File: src/rtl/kmer_bucket_histogram_top_macros.svh
// Assertion macros used by the histogram top level.
`ifndef KMER_BUCKET_HISTOGRAM_TOP_MACROS_SVH
`define KMER_BUCKET_HISTOGRAM_TOP_MACROS_SVH

// same-cycle implication, checked out of reset
`define KBH_ASSERT_NOW(label, cond, conseq, msg) \
  label: assert property (@(posedge clk) disable iff (rst) (cond) |-> (conseq)) \
    else $error(msg);

// next-cycle implication, checked out of reset
`define KBH_ASSERT_NEXT(label, cond, conseq, msg) \
  label: assert property (@(posedge clk) disable iff (rst) (cond) |=> (conseq)) \
    else $error(msg);

`endif

File: src/rtl/kbh_pkg.sv
// Shared constants, types and helpers of the k-mer bucket histogram.
package kbh_pkg;

  localparam int unsigned TABLE_DEPTH = 1048576;
  localparam int unsigned MAX_WORD    = 4;

  localparam int SYM_W      = 8;
  localparam int ALPHA_W    = 7;
  localparam int WLEN_W     = 3;
  localparam int SEQ_W      = 32;
  localparam int INDEX_W    = 20;
  localparam int COUNT_W    = 32;
  localparam int CFG_IDX_W  = 2;
  localparam int CFG_DATA_W = 32;

  localparam int ADDR_W    = $clog2(TABLE_DEPTH);
  localparam int WORD_W    = MAX_WORD * ALPHA_W;
  localparam int CMP_W     = (WORD_W > 32) ? WORD_W : 32;
  localparam int CNT_W     = $clog2(MAX_WORD + 1);
  localparam int WIN_IDX_W = (MAX_WORD > 1) ? $clog2(MAX_WORD) : 1;

  localparam logic [ALPHA_W-1:0] ALPHABET_RESET = ALPHA_W'(6);
  localparam logic [WLEN_W-1:0]  WLEN_RESET     = WLEN_W'(4);
  localparam logic [SEQ_W-1:0]   SEQ_RESET      = '0;

  localparam logic OP_PUSH = 1'b0;
  localparam logic OP_READ = 1'b1;

  localparam logic [CFG_IDX_W-1:0] REG_ALPHABET_SIZE   = CFG_IDX_W'(0);
  localparam logic [CFG_IDX_W-1:0] REG_WORD_LENGTH     = CFG_IDX_W'(1);
  localparam logic [CFG_IDX_W-1:0] REG_SEQUENCE_LENGTH = CFG_IDX_W'(2);

  typedef struct packed {
    logic                      operation;
    logic signed [SYM_W-1:0]   symbol;
    logic [INDEX_W-1:0]        bucket_select;
  } req_t;

  typedef struct packed {
    logic [INDEX_W-1:0] bucket_index;
    logic [COUNT_W-1:0] bin_count;
    logic               counted;
    logic               out_of_range;
  } rsp_t;

  typedef struct packed {
    logic push;
    logic step;
  } word_ctrl_t;

  typedef struct packed {
    logic eval;
    logic first_ok;
    logic done;
  } word_stat_t;

  typedef enum logic [1:0] {
    ST_CLEAR,
    ST_IDLE,
    ST_MAC,
    ST_DONE
  } state_t;

  function automatic logic [COUNT_W-1:0] sat_inc(input logic [COUNT_W-1:0] v);
    sat_inc = (&v) ? v : v + COUNT_W'(1);
  endfunction

endpackage

File: src/rtl/kbh_word_unit.sv
// Symbol window, position counter and iterative word-number accumulator.
module kbh_word_unit (
  input  logic                              clk,
  input  logic                              rst,
  input  kbh_pkg::word_ctrl_t               ctrl,
  input  logic signed [kbh_pkg::SYM_W-1:0]  symbol,
  input  logic [kbh_pkg::ALPHA_W-1:0]       alphabet_size,
  input  logic [kbh_pkg::WLEN_W-1:0]        word_length,
  input  logic [kbh_pkg::SEQ_W-1:0]         sequence_length,
  output kbh_pkg::word_stat_t               stat,
  output logic [kbh_pkg::WORD_W-1:0]        word
);
  import kbh_pkg::*;

  logic signed [SYM_W-1:0] window      [MAX_WORD];
  logic signed [SYM_W-1:0] window_next [MAX_WORD];
  logic [SEQ_W-1:0]        pos;
  logic [CNT_W-1:0]        cnt;
  logic [CNT_W-1:0]        wl;
  logic [WORD_W-1:0]       acc;
  logic                    eval;
  logic                    first_ok;
  logic                    eval_next;
  logic                    first_ok_next;
  logic signed [SYM_W-1:0] first;
  logic signed [SYM_W-1:0] digit;
  logic [ALPHA_W-1:0]      digit_val;
  logic                    pos_sat;
  logic                    filled;
  logic                    start_ok;

  always_comb begin
    window_next[0] = symbol;
    for (int k = 1; k < MAX_WORD; k++) begin
      window_next[k] = window[k-1];
    end
  end

  always_comb begin
    if (word_length == '0) begin
      wl = CNT_W'(1);
    end else if (32'(word_length) > 32'(MAX_WORD)) begin
      wl = CNT_W'(MAX_WORD);
    end else begin
      wl = CNT_W'(word_length);
    end
  end

  // oldest symbol of the window after this push
  assign first = window_next[WIN_IDX_W'(wl - CNT_W'(1))];
  assign first_ok_next = !first[SYM_W-1] && (first != '0) &&
                         (first[ALPHA_W-1:0] < alphabet_size);

  assign pos_sat  = &pos;
  assign filled   = ({1'b0, pos} + (SEQ_W+1)'(1)) >= (SEQ_W+1)'(wl);
  // start + 1 = pos - wl + 2
  assign start_ok = ({1'b0, pos} + (SEQ_W+1)'(2) - (SEQ_W+1)'(wl)) <
                    {1'b0, sequence_length};
  assign eval_next = !pos_sat && filled && start_ok;

  // Horner step, oldest symbol first; non-positive symbols add nothing
  assign digit     = window[WIN_IDX_W'(cnt - CNT_W'(1))];
  assign digit_val = (!digit[SYM_W-1] && digit != '0) ? digit[ALPHA_W-1:0] : '0;

  always_ff @(posedge clk) begin
    if (rst) begin
      for (int k = 0; k < MAX_WORD; k++) begin
        window[k] <= '0;
      end
      pos      <= '0;
      cnt      <= '0;
      eval     <= 1'b0;
      first_ok <= 1'b0;
    end else if (ctrl.push) begin
      window   <= window_next;
      if (!pos_sat) begin
        pos <= pos + SEQ_W'(1);
      end
      cnt      <= wl;
      eval     <= eval_next;
      first_ok <= first_ok_next;
    end else if (ctrl.step && cnt != '0) begin
      cnt <= cnt - CNT_W'(1);
    end
  end

  always_ff @(posedge clk) begin
    if (ctrl.push) begin
      acc <= '0;
    end else if (ctrl.step && cnt != '0) begin
      acc <= WORD_W'(acc * WORD_W'(alphabet_size)) + WORD_W'(digit_val);
    end
  end

  assign stat.eval     = eval;
  assign stat.first_ok = first_ok;
  assign stat.done     = (cnt == '0);
  assign word          = acc;

endmodule
File: config.mk
export PLATFORM = sky130hd
export DESIGN_NAME = kbh_word_unit
export DESIGN_NICKNAME = d
export VERILOG_FILES = /design/src/rtl/kmer_bucket_histogram_top_macros.svh /design/src/rtl/kbh_pkg.sv /design/src/rtl/kbh_word_unit.sv
export SDC_FILE = /design/constraint.sdc
export NUM_CORES = 1
export LEC_CHECK = 0
export ABC_AREA = 1
export BUFFER_PORTS_ARGS = -buffer_cell sky130_fd_sc_hd__buf_2
export CELL_PAD_IN_SITES_DETAIL_PLACEMENT = 0
export CELL_PAD_IN_SITES_GLOBAL_PLACEMENT = 1
export CORE_ASPECT_RATIO = 0.6
export CORE_UTILIZATION = 50
export DETAILED_ROUTE_END_ITERATION = 6
export GPL_ROUTABILITY_DRIVEN = 0
export PLACE_DENSITY_LB_ADDON = 0.12
export SLEW_MARGIN = 20
export SYNTH_ARGS = -nofsm -noshare
export SYNTH_HDL_FRONTEND = slang
export SYNTH_SLANG_ARGS = --single-unit
File: constraint.sdc
create_clock -name clk -period 15.4 [get_ports clk]
set_input_delay 0.77 -clock clk [delete_from_list [all_inputs] [get_ports clk]]
set_output_delay 0.77 -clock clk [all_outputs]
set_load 0.01 [all_outputs]
Word-level counts from Yosys, hierarchy flattened
Cells that the tools add are included.
{"block": "word_totals", "ff_bits": 97, "out_inout_bits": 31}
{"block": "op_classes", "n_addsub": 7, "multipliers": 1, "magnitude_cmp": 6, "muxes": 11, "n_bitwise": 3, "reduce_logical": 17}
{"operator": "32-bit by 1-bit adder with 33-bit output (second input constant)", "n": 1}
{"operator": "32-bit by 2-bit adder with 33-bit output (second input constant)", "n": 1}
{"operator": "33-bit by 3-bit >= comparator with 1-bit output", "n": 1}
{"operator": "33-bit by 32-bit less-than comparator with 1-bit output", "n": 1}
{"operator": "33-bit by 3-bit subtractor with 33-bit output", "n": 1}
{"operator": "32-bit by 1-bit adder with 32-bit output (second input constant)", "n": 1}
{"operator": "8-bit binary-select mux with 2-bit select", "n": 2}
{"operator": "8-bit two-way mux", "n": 4}
{"operator": "32-bit AND reduction", "n": 1}
{"operator": "28-bit by 7-bit adder with 28-bit output", "n": 1}
{"operator": "28-bit by 7-bit multiplier with 28-bit output", "n": 1}
{"operator": "8-bit nonzero test", "n": 2}
{"operator": "3-bit two-way mux", "n": 4}
{"operator": "7-bit less-than comparator", "n": 1}
{"operator": "7-bit two-way mux", "n": 1}
{"operator": "3-bit >= comparator (second input constant)", "n": 2}
{"operator": "1-bit logical AND", "n": 6}
{"operator": "3-bit logical NOT", "n": 2}
{"operator": "2-bit NOT with 3-bit output", "n": 2}
{"operator": "3-bit > comparator (second input constant)", "n": 1}
{"operator": "1-bit logical NOT", "n": 3}
{"operator": "3-bit nonzero test", "n": 1}
{"operator": "3-bit by 1-bit subtractor with 3-bit output (second input constant)", "n": 1}
{"operator": "2-bit AND reduction", "n": 1}
{"operator": "other kinds (3)", "n": 3}

Logic depth before layout (Yosys ltp)
{"block": "logic_depth", "ltp_word": 11, "mapped_depth": 33}

Least setup slack after synthesis
No wires, ideal clock.
{"block": "synth_timing", "path_type": "input to register", "startpoint": "input alphabet_size[3] in the netlist's numbering", "endpoint": "register acc[21] (netlist: word[21])", "arrival_ps": 4995, "required_ps": 15284, "slack_ps": 10289, "stages": 20, "n_path_buf": 2, "path_cell_list": "clkbuf_1 clkbuf_1 nand2_1 fa_1 fa_1 fa_1 fa_1 inv_1 ha_1 a21oi_1 o21bai_1 a21oi_2 inv_1 a21oi_1 nor2_1 or2_0 a21oi_1 o21ai_0 o211ai_1 inv_1"}
{"block": "synth_between", "elab_chain_len": 2}
{"item": "from (decl)", "line_no": "kbh_word_unit.sv:7", "rtl": "input logic [kbh_pkg::ALPHA_W-1:0] alphabet_size,"}
{"item": "28-bit by 7-bit multiplier with 28-bit output", "line_no": "kbh_word_unit.sv:91", "rtl": "acc <= WORD_W'(acc * WORD_W'(alphabet_size)) + WORD_W'(digit_val);"}
{"item": "28-bit by 7-bit adder with 28-bit output", "line_no": "kbh_word_unit.sv:91"}
{"item": "to (signal assigned)", "line_no": "kbh_word_unit.sv:91"}
{"item": "to (decl)", "line_no": "kbh_word_unit.sv:20", "rtl": "logic [WORD_W-1:0] acc;"}
No other way between the ends.
A chain may end at the register's enable or synchronous reset.

Worst setup path after layout
{"block": "layout_timing", "startpoint": "register cnt[0]", "endpoint": "register acc[21] (netlist: word[21])"}
{"block": "layout_between", "elab_chain_len": 9}
{"item": "from (decl)", "line_no": "kbh_word_unit.sv:18", "rtl": "logic [CNT_W-1:0] cnt;"}
{"item": "from (signal assigned)", "line_no": "kbh_word_unit.sv:79", "rtl": "cnt <= wl;"}
{"item": "from (signal assigned)", "line_no": "kbh_word_unit.sv:83", "rtl": "cnt <= cnt - CNT_W'(1);"}
{"item": "3-bit by 1-bit subtractor with 3-bit output"}
{"item": "2-bit NOT with 3-bit output (not written as such)", "line_no": "kbh_word_unit.sv:62", "rtl": "assign digit = window[WIN_IDX_W'(cnt - CNT_W'(1))];"}
{"item": "8-bit binary-select mux with 2-bit select", "line_no": "kbh_word_unit.sv:62"}
{"item": "8-bit two-way mux (not written as such) (2 in series)", "line_no": "kbh_word_unit.sv:62"}
{"item": "8-bit nonzero test / 1-bit logical NOT (equally long branches)", "line_no": "kbh_word_unit.sv:63", "rtl": "assign digit_val = (!digit[SYM_W-1] && digit != '0) ? digit[ALPHA_W-1:0] : '0;"}
{"item": "1-bit logical AND", "line_no": "kbh_word_unit.sv:63"}
{"item": "7-bit two-way mux", "line_no": "kbh_word_unit.sv:63"}
{"item": "28-bit by 7-bit adder with 28-bit output", "line_no": "kbh_word_unit.sv:91"}
Parallel ways exist; a longest one is shown, timed or not. The select of a mux whose other input is x is not followed.

==> metrics.md <==
| Metric | Value |
|---|---|
| Fraction of synthesized cell area taken by the top area cell type | 0.174 |
| DRT Pass-1 Iters | 5 |
| CP Class | reg2reg |
| CTS buffer count | 9 |
| CP max stage delay | 710 ps |
| Die X | 215 um |
| Ports placed on the boundary | 85 |
| Worst hold path type | reg2reg |
| CTS tree | done |
| Beginning of the worst hold path | first_ok$_SDFFE_PP0P_ |
| Final count of negative-setup-slack endpoints | 0 |
| Unrepaired setup endpoints after global routing | no |
| Total power density per cell area | 81.5 nW/um2 |
| Count of cells resized by post-cts repair | 0 |
| Post-DP HPWL | 31300 um |
| Vias after detailed routing | 12700 |
| CP Launch Type | flop |
| Data arrival time of the critical path | 6280 ps |
| Antenna Nets Post-Route | 0 |
| Top cell by count, worst path | inv_1 |
| Wire length of the first global-routing pass | 63300 um |
| Origin of the critical flop-to-flop path | cnt[0]$_SDFFE_PP0P_ |
| Hold Worst Slack | 465 ps |
| Final period demand of the worst path | 6020 ps |
| Post-synthesis net count | 2336 |
| Fraction of final layout cells sized beyond drive strength 1 | 0.0577 |
| Worst-path cell with the longest stage delay | dfxtp_1 |
| Gr ovfl total | 0 |
| Antenna diode count | 0 |
| Area added between synthesis and finish | 6.18% |
| Share of the yosys chip area belonging to registers | 0.142 |
| Category of cells accounting for the largest share of critical-path delay | adder cells |
| Category of the worst setup path capture point | flop |
| Placeable Area | 26600 um2 |
| Antenna violations before repair | 0 |
| Via count of the first global-routing pass | 11500 |
| Worst Path Required | 15660 ps |
| Dominant cells by area after synthesis | fa_1 (17%), ha_1 (15%), dfxtp_1 (14%) |
| I/O Buffers | 84 |
| Leading register cell type out of synthesis | dfxtp_1 |
| Most frequently used cell type in the post-synthesis netlist | nand2_1 |
| Starting utilization of the core area | 0.513 |
| Pin count of the biggest net entering global routing | 56 |
| Outcome | complete, no violations |
| Buffers from clock root to sink, at most | 2 |
| Flops & latches, synth | 97 |
| Root Buffer Master | clkbuf_16 |
| Syn Inst Count | 2001 |
| Post-synth cell types | 49 |
| Maximum vdd ir drop | 0.0000552 V |
| Detailed Route Iter0 Violations | 1168 |
| Total Wirelength | 39300 um |
| Max Fanout on Critical Path | 21 |
| Maximum level of the CTS H-tree | 3 |
| WP buf/inv | 7 |
| P_leak | 8.23 nW |
| EDFF count, synth | 0 |
| Clock net sink count | 97 |
| Post-synthesis instance area | 13700 um2 |
| Worst-Margin Slew | 970 ps |
| Die Y-Extent | 130 um |
| Layout Skew | 10.3 ps |
| Number of max-capacitance violations reported | 0 |
| Synth warn | 0 |
| Total Die Area | 28000 um2 |
| Floorplan row count | 46 |
| Relative slew slack | 0.351 |
| Crit share post-route | 0.391 |
| Maximum clock frequency | 166 MHz |
| Clock transition at the registers of the reported paths | 70 ps |
| Ratio of routed vias to standard cells | 5.32 |
| Synth top cells by count | nand2_1 (459), inv_1 (390), nor2_1 (174), ha_1 (162), a21oi_1 (139) |
| Syn avg cell area | 6.82 um2 |
| Final net count | 2359 |
| Detail-routed net length per standard cell | 16.5 um |
| Number of fillers in the final layout | 2706 |
| Clock latency on the worst-skew pair | 360 ps |
| Cell accounting for the most synthesized area | fa_1 |
| Post-CTS Repair Setup Buffers | 0 |
| Total GRT Usage | 0.288 |
| Sum of negative setup slack | 0 ps |
| Worst setup startpoint | cnt[0]$_SDFFE_PP0P_ |
| Async SR Flop Fraction | 0 |
| Final-report hold violation count | 0 |
| Remaining routing DRC violations | 0 |
| Count of pins over their slew limit | 0 |
| Count of hold buffers inserted by post-cts repair | 0 |
[worst reg2reg max path, delay by kind of cell (launching register included)]
kind	cells	cell delay, ps
compound gates	9	1580
flops	1	710
buf+inv	7	880
simple gates	5	670
fa+ha+maj	5	2090
[power by group]
part / total, mW / switching (mW) / internal (mW)
clock network: 0.225 / 0.109 / 0.115
registers: 0.315 / 0.0435 / 0.272
logic: 0.641 / 0.400 / 0.242
total: 1.18 / 0.553 / 0.628
[worst paths after layout]
check | to | slack (ps) | cells past startpoint
setup reg to reg | word[21]$_SDFFE_PP0P_ | 9380 | 26
setup / recovery | word[21]$_SDFFE_PP0P_ | 9380 | 26
hold reg to reg | first_ok$_SDFFE_PP0P_ | 470 | 2
hold / removal | first_ok$_SDFFE_PP0P_ | 470 | 2
[flip-flops by register name (all words and copies together) (netlist names)]
register	count
first_ok	1
word	28
cnt	3
eval	1
window	32
pos	32
[cell usage in the layout (no fill, tap or decap), drive strengths merged, types with 7 or more instances in the layout]
| cell | synthesis | final |
|---|---|---|
| clkbuf | 55 | 11 |
| a31oi | 10 | 10 |
| dfxtp | 97 | 97 |
| fa | 119 | 119 |
| nand2 | 459 | 459 |
| xnor2 | 19 | 19 |
| xor2 | 42 | 42 |
| o211ai | 7 | 7 |
| a21o | 7 | 7 |
| nor2 | 178 | 178 |
| buf | 22 | 89 |
| o21ai | 131 | 131 |
| a21oi | 141 | 141 |
| o22ai | 7 | 7 |
| nand4 | 23 | 23 |
| nand3 | 67 | 67 |
| o21bai | 10 | 10 |
| nor3 | 16 | 16 |
| inv | 390 | 391 |
| ha | 162 | 162 |
[area by class of cell]
cell class	count	area, um2	share of cell area
multi-input cells	1435	9890	0.682
clock inverters	5	38.8	0.00268
clock buffers	11	243	0.0167
repair buffers	89	458	0.0316
well taps	360	450	0.0311
inverters	392	1470	0.102
flip-flops and latches	97	1940	0.134
[stage by stage]
| stage | utilization | std cells | worst slack, ps | area [um2] | power, mW |
|---|---|---|---|---|---|
| 2_1_floorplan | - | 2001 | 10290 | 13700 | 0.788 |
| 3_3_place_gp | 0.535 | 2373 | 9620 | 14200 | 0.941 |
| 3_5_place_dp | 0.535 | 2373 | 9440 | 14200 | 0.955 |
| 4_1_cts | 0.545 | 2389 | 9430 | 14500 | 1.18 |
| 5_1_grt | 0.545 | 2389 | 8720 | 14500 | 1.30 |
| 6_report | 0.545 | 2389 | 9380 | 14500 | 1.18 |
[routing by layer]
metal / global-route usage / wire length, um / vias to the layer above
li1: - / - / 6317
met1: 0.494 / 21700 / 5958
met2: 0.357 / 13800 / 423
met3: 0.0564 / 3610 / 20
met4: 0.0321 / 221 / 0
met5: 0 / 0 / -
[cell families (layout without fill, tap and decap cells)]
logic type | after synthesis | after routing | synth area share
simple gates | 754 | 754 | 0.225
compound gates | 339 | 339 | 0.138
buf+inv | 469 | 497 | 0.133
xor+xnor | 61 | 61 | 0.0391
fa+ha+maj | 281 | 281 | 0.323
flops | 97 | 97 | 0.142
No activity file was read; power rests on OpenSTA's default activity.
